[src/design/mqd_pkg.sv]
// Shared types, codes and header rules for the MQTT packet deframer.
`default_nettype none

package mqd_pkg;

    // Largest fixed header: header byte plus length bytes
    localparam int unsigned MAX_HEADER_BYTES = 5;

    // Field widths
    localparam int unsigned BYTE_W  = 8;
    localparam int unsigned STAT_W  = 3;
    localparam int unsigned FLEN_W  = 29;
    localparam int unsigned ACC_W   = 28;
    localparam int unsigned CNT_W   = 3;
    localparam int unsigned GROUP_W = 7;
    localparam int unsigned PAD_W   = 3;
    localparam int unsigned OUT_W   = BYTE_W + FLEN_W + PAD_W;

    // Phase codes
    localparam logic [1:0] PH_IDLE = 2'd0;
    localparam logic [1:0] PH_LEN  = 2'd1;
    localparam logic [1:0] PH_BODY = 2'd2;

    // Status codes
    localparam logic [STAT_W-1:0] ST_DROP  = 3'd0;
    localparam logic [STAT_W-1:0] ST_HEAD  = 3'd1;
    localparam logic [STAT_W-1:0] ST_LEN   = 3'd2;
    localparam logic [STAT_W-1:0] ST_BODY  = 3'd3;
    localparam logic [STAT_W-1:0] ST_END   = 3'd4;
    localparam logic [STAT_W-1:0] ST_ABORT = 3'd5;

    // Control packet types
    localparam logic [3:0] PKT_CONNECT     = 4'd1;
    localparam logic [3:0] PKT_CONNACK     = 4'd2;
    localparam logic [3:0] PKT_PUBLISH     = 4'd3;
    localparam logic [3:0] PKT_PUBACK      = 4'd4;
    localparam logic [3:0] PKT_PUBREC      = 4'd5;
    localparam logic [3:0] PKT_PUBREL      = 4'd6;
    localparam logic [3:0] PKT_PUBCOMP     = 4'd7;
    localparam logic [3:0] PKT_SUBSCRIBE   = 4'd8;
    localparam logic [3:0] PKT_SUBACK      = 4'd9;
    localparam logic [3:0] PKT_UNSUBSCRIBE = 4'd10;
    localparam logic [3:0] PKT_UNSUBACK    = 4'd11;
    localparam logic [3:0] PKT_PINGREQ     = 4'd12;
    localparam logic [3:0] PKT_PINGRESP    = 4'd13;
    localparam logic [3:0] PKT_DISCONNECT  = 4'd14;

    localparam logic [3:0] FLAG_PLAIN  = 4'h0;
    localparam logic [3:0] FLAG_QOS1   = 4'h2;

    typedef struct packed {
        logic [1:0]        phase;
        logic [ACC_W-1:0]  acc;
        logic [CNT_W-1:0]  cnt;
        logic [FLEN_W-1:0] seen;
        logic [FLEN_W-1:0] total;
    } t_state;

    typedef struct packed {
        logic [BYTE_W-1:0] echo_byte;
        logic [STAT_W-1:0] status;
        logic [FLEN_W-1:0] frame_length;
    } t_result;

    localparam t_state STATE_IDLE = '0;

    function automatic logic header_ok(input logic [BYTE_W-1:0] b);
        logic [3:0] ptype;
        logic [3:0] flag;
        logic       ok;
        ptype = b[7:4];
        flag  = b[3:0];
        ok    = 1'b0;
        if (ptype == PKT_PUBLISH) begin
            ok = 1'b1;
        end else if (flag == FLAG_PLAIN) begin
            case (ptype)
                PKT_CONNECT, PKT_CONNACK, PKT_PUBACK, PKT_PUBREC, PKT_PUBCOMP,
                PKT_SUBACK, PKT_UNSUBACK, PKT_PINGREQ, PKT_PINGRESP,
                PKT_DISCONNECT: ok = 1'b1;
                default:        ok = 1'b0;
            endcase
        end else if (flag == FLAG_QOS1) begin
            case (ptype)
                PKT_PUBREL, PKT_SUBSCRIBE, PKT_UNSUBSCRIBE: ok = 1'b1;
                default:                                    ok = 1'b0;
            endcase
        end
        return ok;
    endfunction

endpackage

`default_nettype wire

[src/design/mqd_step.sv]
// Per-byte framing step: next state and result from current state and byte.
`default_nettype none

module mqd_step (
    input  wire mqd_pkg::t_state               i_state,
    input  wire logic [mqd_pkg::BYTE_W-1:0]    i_byte,
    output mqd_pkg::t_state                    o_state_nxt,
    output mqd_pkg::t_result                   o_result
);

    logic [mqd_pkg::CNT_W-1:0]  cnt_inc;
    logic [mqd_pkg::FLEN_W-1:0] seen_inc;
    logic [mqd_pkg::ACC_W-1:0]  grp;
    logic [mqd_pkg::ACC_W-1:0]  grp_sh;
    logic [mqd_pkg::ACC_W-1:0]  acc_new;
    logic [mqd_pkg::FLEN_W-1:0] total_new;

    assign cnt_inc   = i_state.cnt + mqd_pkg::CNT_W'(1);
    assign seen_inc  = i_state.seen + mqd_pkg::FLEN_W'(1);
    assign grp       = mqd_pkg::ACC_W'(i_byte[mqd_pkg::GROUP_W-1:0]);
    assign acc_new   = i_state.acc | grp_sh;
    assign total_new = mqd_pkg::FLEN_W'(cnt_inc) + mqd_pkg::FLEN_W'(acc_new)
                     + mqd_pkg::FLEN_W'(1);

    // Place the 7-bit group by its position in the varint
    always_comb begin
        case (cnt_inc)
            3'd1:    grp_sh = grp;
            3'd2:    grp_sh = grp << mqd_pkg::GROUP_W;
            3'd3:    grp_sh = grp << (2 * mqd_pkg::GROUP_W);
            3'd4:    grp_sh = grp << (3 * mqd_pkg::GROUP_W);
            default: grp_sh = '0;
        endcase
    end

    always_comb begin
        o_state_nxt           = i_state;
        o_result.echo_byte    = i_byte;
        o_result.status       = mqd_pkg::ST_DROP;
        o_result.frame_length = '0;
        case (i_state.phase)
            mqd_pkg::PH_LEN: begin
                o_state_nxt.cnt  = cnt_inc;
                o_state_nxt.seen = seen_inc;
                o_state_nxt.acc  = acc_new;
                if (!i_byte[mqd_pkg::BYTE_W-1]) begin
                    o_result.frame_length = total_new;
                    if (acc_new == '0) begin
                        o_result.status = mqd_pkg::ST_END;
                        o_state_nxt     = mqd_pkg::STATE_IDLE;
                    end else begin
                        o_result.status   = mqd_pkg::ST_LEN;
                        o_state_nxt.total = total_new;
                        o_state_nxt.phase = mqd_pkg::PH_BODY;
                    end
                end else if (seen_inc >= mqd_pkg::FLEN_W'(mqd_pkg::MAX_HEADER_BYTES)) begin
                    o_result.status = mqd_pkg::ST_ABORT;
                    o_state_nxt     = mqd_pkg::STATE_IDLE;
                end else begin
                    o_result.status = mqd_pkg::ST_LEN;
                end
            end
            mqd_pkg::PH_BODY: begin
                o_state_nxt.seen      = seen_inc;
                o_result.frame_length = i_state.total;
                if (seen_inc >= i_state.total) begin
                    o_result.status = mqd_pkg::ST_END;
                    o_state_nxt     = mqd_pkg::STATE_IDLE;
                end else begin
                    o_result.status = mqd_pkg::ST_BODY;
                end
            end
            default: begin
                o_state_nxt = mqd_pkg::STATE_IDLE;
                if (mqd_pkg::header_ok(i_byte)) begin
                    o_state_nxt.phase = mqd_pkg::PH_LEN;
                    o_state_nxt.seen  = mqd_pkg::FLEN_W'(1);
                    o_result.status   = mqd_pkg::ST_HEAD;
                end
            end
        endcase
    end

endmodule

`default_nettype wire

[src/design/mqtt_packet_deframer.sv]
// Top level of the MQTT packet deframer: input register, step logic, result register.
//
//  channel  | dir | handshake               | content
//  ---------+-----+-------------------------+----------------------------------------
//  s        | in  | i_s_tvalid / o_s_tready | tdata[7:0] data_byte
//  m        | out | o_m_tvalid / i_m_tready | tdata echo_byte, frame_length; tuser status
//
// One word per cycle sustained while m accepts; an accepted word passes through the
// input register into the result register. The framing state closes its loop
// through mqd_step, which sets the rate. Synchronous active-low reset empties both
// registers and returns to idle awaiting a header. A stall on m holds the result and,
// once the input register is also full, drops o_s_tready.
`default_nettype none

module mqtt_packet_deframer (
    input  wire logic                         i_clk,
    input  wire logic                         i_rst_n,
    input  wire logic                         i_s_tvalid,
    output logic                              o_s_tready,
    input  wire logic [mqd_pkg::BYTE_W-1:0]   i_s_tdata,  // [7:0] data_byte
    output logic                              o_m_tvalid,
    input  wire logic                         i_m_tready,
    output logic [mqd_pkg::OUT_W-1:0]         o_m_tdata,  // [7:0] echo_byte,
                                                          // [36:8] frame_length,
                                                          // [39:37] zero
    output logic [mqd_pkg::STAT_W-1:0]        o_m_tuser   // [2:0] status
);

    // Input register
    logic                        r_in_valid;
    logic [mqd_pkg::BYTE_W-1:0]  r_in_byte;
    // Framing state
    mqd_pkg::t_state             r_state;
    mqd_pkg::t_state             n_state;
    // Result register
    logic                        r_out_valid;
    mqd_pkg::t_result            r_out;
    mqd_pkg::t_result            n_out;

    logic advance;
    logic in_take;

    // Move the held word on whenever the result register is free or being drained
    assign advance    = r_in_valid && (!r_out_valid || i_m_tready);
    assign o_s_tready = !r_in_valid || advance;
    assign in_take    = i_s_tvalid && o_s_tready;

    mqd_step u_step (
        .i_state     (r_state),
        .i_byte      (r_in_byte),
        .o_state_nxt (n_state),
        .o_result    (n_out)
    );

    // Control: valid flags and framing state
    always_ff @(posedge i_clk) begin
        if (!i_rst_n) begin
            r_in_valid  <= 1'b0;
            r_out_valid <= 1'b0;
            r_state     <= mqd_pkg::STATE_IDLE;
        end else begin
            if (in_take) begin
                r_in_valid <= 1'b1;
            end else if (advance) begin
                r_in_valid <= 1'b0;
            end
            if (advance) begin
                r_out_valid <= 1'b1;
                r_state     <= n_state;
            end else if (i_m_tready) begin
                r_out_valid <= 1'b0;
            end
        end
    end

    // Payload: capture the byte and the result, hold them while stalled
    always_ff @(posedge i_clk) begin
        if (in_take) begin
            r_in_byte <= i_s_tdata;
        end
        if (advance) begin
            r_out <= n_out;
        end
    end

    assign o_m_tvalid = r_out_valid;
    assign o_m_tdata  = {{mqd_pkg::PAD_W{1'b0}}, r_out.frame_length, r_out.echo_byte};
    assign o_m_tuser  = r_out.status;

endmodule

`default_nettype wire

[config.mk]
export PLATFORM = sky130hd
export DESIGN_NAME = mqtt_packet_deframer
export DESIGN_NICKNAME = d
export VERILOG_FILES = /design/src/design/mqd_pkg.sv /design/src/design/mqd_step.sv /design/src/design/mqtt_packet_deframer.sv
export SDC_FILE = /design/constraint.sdc
export NUM_CORES = 1
export LEC_CHECK = 0
export BUFFER_PORTS_ARGS = -buffer_cell sky130_fd_sc_hd__buf_2
export CELL_PAD_IN_SITES_DETAIL_PLACEMENT = 1
export CELL_PAD_IN_SITES_GLOBAL_PLACEMENT = 1
export CORE_MARGIN = 1
export CORE_UTILIZATION = 34
export CTS_BUF_LIST = sky130_fd_sc_hd__clkbuf_2 sky130_fd_sc_hd__clkbuf_4 sky130_fd_sc_hd__clkbuf_8
export DETAILED_ROUTE_END_ITERATION = 10
export GPL_TIMING_DRIVEN = 1
export PLACE_DENSITY_LB_ADDON = 0.1
export SYNTH_ARGS = -nofsm -noshare
export SYNTH_HDL_FRONTEND = slang
export SYNTH_SLANG_ARGS = --single-unit
[constraint.sdc]
create_clock -name i_clk -period 12.2 [get_ports i_clk]
set_clock_uncertainty 0.1 [all_clocks]
set_input_delay 1.22 -clock i_clk [delete_from_list [all_inputs] [get_ports i_clk]]
set_output_delay 1.22 -clock i_clk [all_outputs]
set_load 0.01 [all_outputs]
==> metrics.sh <==
FINALHOLDVIOLCOUNT=0
SYNTH-SEQ-AREA-SHARE_PCT=37.9
FIN_CRIT_NS=5.56
FINAL-SETUP-VIOL-COUNT=0
DRTPASS1ITERATIONS=5
FLOORPLAN.CORE_AREA_UM2=25300
IO_PINS=57
DRC_ERRORS=0
DRIVE_ABOVE_1_SHARE_PCT=12.5
GRT_REMAINING_OVERFLOW=0
SETUP.WORST_PATH.END_CLASS='flop'
POST_CTS_BUFFERS=0
DIEWIDTH_UM=163
WORST_SLEW_PIN_SLEW_NS=1.20
POST-LAYOUT-TOTAL-POWER_W=0.000969
MAXSLEWHEADROOM_PCT=19.0
ROUTED_WIRE_LENGTH_PER_INSTANCE_UM=20.5
SYNTHESIS.AREA_PER_INSTANCE_UM2=8.71
CAP_VIOLATIONS=0
CRITPATHREQUIREDTIME_NS=12.48
NETLIST_INSTANCES=1007
CLK_TRANSITION_REPORTED_PATHS_NS=0.10
RESULT_OF_THE_RUN='complete, no violations'
NETLIST.TOP_CELL.BY_AREA='dfxtp_1'
MAXSLEWVIOLCOUNT=0
CP_DATA_ARRIVAL_TIME_NS=5.84
PATH_MAX_FANOUT=31
CRIT-REG2REG-LAUNCH='r_state[29]$_SDFFE_PN0P_'
CLOCK.FMAX_MHz=180
YOSYSTOPAREACELLSHARE_PCT=21.5
FP-ROW-COUNT=58
PEAKVDDDROP_V=0.0000521
GRT_ANTENNA_BEFORE_REPAIR=0
WORST_SLACK_NS=6.64
SYNTHTOPCELLSBYAREA='dfxtp_1, edfxtp_1, nand2_1, ha_1, mux2i_1'
WORST_HOLD_PATH.NUM_CELLS=2
DP_CELLS=1328
TIMING.SETUP.CRITICAL_PATH_CLASS='flop to flop'
YS_TYPES=79
TIMING.FINAL.CRIT_SHARE_PCT=45.6
SYNTH.FF_LATCH_COUNT=142
LAYOUT.CELLS.MOST_COMMON='nand2_1'
FIRST_GLOBAL_VIAS=7303
INITIAL_STANDARD_CELL_UTILIZATION_OF_THE_CORE_PCT=34.7
AREAGROWTHSYNTHTOFINISH_PCT=9.17
POST_LAYOUT_NONFILLER_INSTANCES=1360
GRT_MAX_DEGREE=67
WORSTREG2REGEND='r_state[28]$_SDFFE_PN0P_'
POWER.LEAKAGE_nW=3.49
CTS_BUFFER_DEPTH=2
CTS.SINK_COUNT=142
NUM_ANTENNA_CELLS=0
CTSHOLDBUFFERS=0
DRT_ITER0_MARKERS=344
GRT_SETUP_UNREPAIRED='no'
DPL_WS_NS=6.69
WORST_HOLD_STARTPOINT='r_state[12]$_SDFFE_PN0P_'
CLOCK_LATENCY_NS=0.49
VIAS_PER_CELL=5.47
WORSTHOLDPATHTYPE='flop to flop'
CTS-HTREE-LEVELS=4
R2R_SLACK_NS=6.64
FINAL.FILL_COUNT=2979
OVERALL_DIE_HEIGHT_UM=163
NNETSFINAL=1067
HOLD_END='r_state[12]$_SDFFE_PN0P_'
CRITPATHLAUNCHTYPE='flop'
GLOBAL_ROUTE.USAGE.TOTAL_PCT=21.8
POWER-PER-CELL-AREA_nW_PER_UM2=101
GRT_PASS1_WL_UM=43600
ASYNCSETRESETFLOPFRACSYNTH_PCT=0
MULTI_INPUT_COMB_AREA_UM2=4930
DPL.HPWL_UM=20500
REG2REG_DEPTH=15
FOOTPRINT_OF_THE_FLIP_FLOPS_AND_LATCHES_UM2=3320
POST_SYNTH_INSTANCE_AREA_UM2=8770
CLOCK_TREE_FROM_TRITONCTS='yes'
SYNTH-EDFF-COUNT=48
POST_CTS_RESIZE_COUNT=0
CTS-BUFFERS-INSERTED=17
FINAL_CELL_MIX='nand2_1, dfxtp_1, nor2_1'
YOSYS_MOST_USED_DFF='dfxtp_1'
DRTANTENNAVIOLNETS=0
DIE_AREA_UM2=26400
ROUTED_WL_UM=27800
SYNTH_WARNINGS=0
GPL.FINAL_WEIGHTED_CONGESTION=0.870
IO_BUFFERS=53
VIA_COUNT=7437
CLOCK-ROOT-BUFFER='clkbuf_8'
FIN_TNS_SETUP_NS=0
==> cell type report <==
type | count | area share [%]
clock buffers | 17 | 2.44
inverters | 45 | 1.78
multi-input cells | 748 | 51.4
clock inverters | 15 | 1.76
flip-flops and latches | 142 | 34.7
well taps | 330 | 4.31
repair buffers | 63 | 3.55
==> Yosys cell counts, types with 5 or more instances <==
cell type	instances
nand2_1	125
dfxtp_1	94
nor2_1	80
nand3_1	53
a31oi_1	52
clkbuf_1	48
edfxtp_1	48
inv_1	45
o21ai_0	44
ha_1	37
mux2i_1	35
xnor2_1	33
xor2_1	29
nand4_1	23
nor4_1	21
a21oi_1	17
and2_1	17
nor3_1	17
buf_4	11
a211oi_2	10
nand2b_1	9
nor2b_1	9
a211oi_1	8
buf_2	8
o21a_1	8
o22ai_1	8
and4_1	7
a21o_1	6
a22o_1	6
and3_1	6
nand3b_1	6
or4_1	6
and3b_1	5
or3_1	5
==> kinds of logic (layout without fill, tap and decap cells) <==
logic type / Yosys count / after routing / share of synthesized area [%]
compound gates: 193 / 193 / 15.3
xor+xnor: 64 / 64 / 6.63
fa+ha+maj: 38 / 38 / 5.51
buf+inv: 119 / 140 / 6.03
flops: 142 / 142 / 37.9
mux: 38 / 38 / 4.51
other cells: 1 / 3 / 0.0428
simple gates: 412 / 412 / 24.1
==> flip-flops by register name (all words and copies together), names as in the netlist, named ones only <==
signal / cells
r_state: 91
o_m_tdata: 37
r_in_byte: 8
o_m_tuser: 3
o_m_tvalid: 1
r_in_valid: 1
==> critical path: stages, from the launching register on <==
cell     delay, ns
dfxtp_1       0.65
ha_1          0.53
nand2_1       0.25
nor2_1        0.58
nand3_1       0.18
xnor2_1       0.18
ha_1          0.31
nand4_1       0.12
nor4_1        0.31
nor3_1        0.09
nand2_1       0.07
o22ai_1       0.08
or4_4         0.45
a41oi_2       0.39
nand2_2       0.66
a31o_2        0.48
==> layer usage <==
metal | global-route usage (%) | part of all wire, % | vias up
li1 | - | - | 3638
met4 | 6.33 | 1.8 | 0
met5 | 0 | 0 | -
met2 | 36.3 | 48 | 99
met3 | 2.90 | 2.1 | 38
met1 | 29.4 | 48 | 3662
==> stage by stage <==
step           hold slack, ns  util, %  area [um^2]
5_1_grt                 0.381     37.9         9580
6_report                0.362     37.9         9580
2_1_floorplan           0.324        -         8780
3_5_place_dp            0.351     36.3         9170
4_1_cts                 0.367     37.9         9580
3_3_place_gp            0.344     36.3         9170
==> power breakdown <==
group | total [W] | leakage, nW | internal [W] | switching [W]
clock | 0.000408 | 0.208 | 0.000173 | 0.000235
sequential | 0.000505 | 1.22 | 0.000497 | 0.00000798
combinational | 0.0000565 | 2.06 | 0.0000181 | 0.0000384
total | 0.000969 | 3.49 | 0.000688 | 0.000281
==> how the worst max path moves through the flow <==
stage	startpoint	slack [ns]	cells after the start	to
2_1_floorplan	r_state[36]$_SDFFE_PN0P_	8.20	16	r_state[61]$_SDFFE_PN0P_
3_3_place_gp	r_state[29]$_SDFFE_PN0P_	6.74	15	r_state[90]$_SDFFE_PN0P_
3_5_place_dp	r_state[29]$_SDFFE_PN0P_	6.69	15	r_state[90]$_SDFFE_PN0P_
4_1_cts	r_state[29]$_SDFFE_PN0P_	6.66	15	r_state[90]$_SDFFE_PN0P_
5_1_grt	r_state[29]$_SDFFE_PN0P_	6.19	15	r_state[90]$_SDFFE_PN0P_
6_report	r_state[29]$_SDFFE_PN0P_	6.64	15	r_state[28]$_SDFFE_PN0P_
Note: power is estimated with default switching activity, not from simulation.
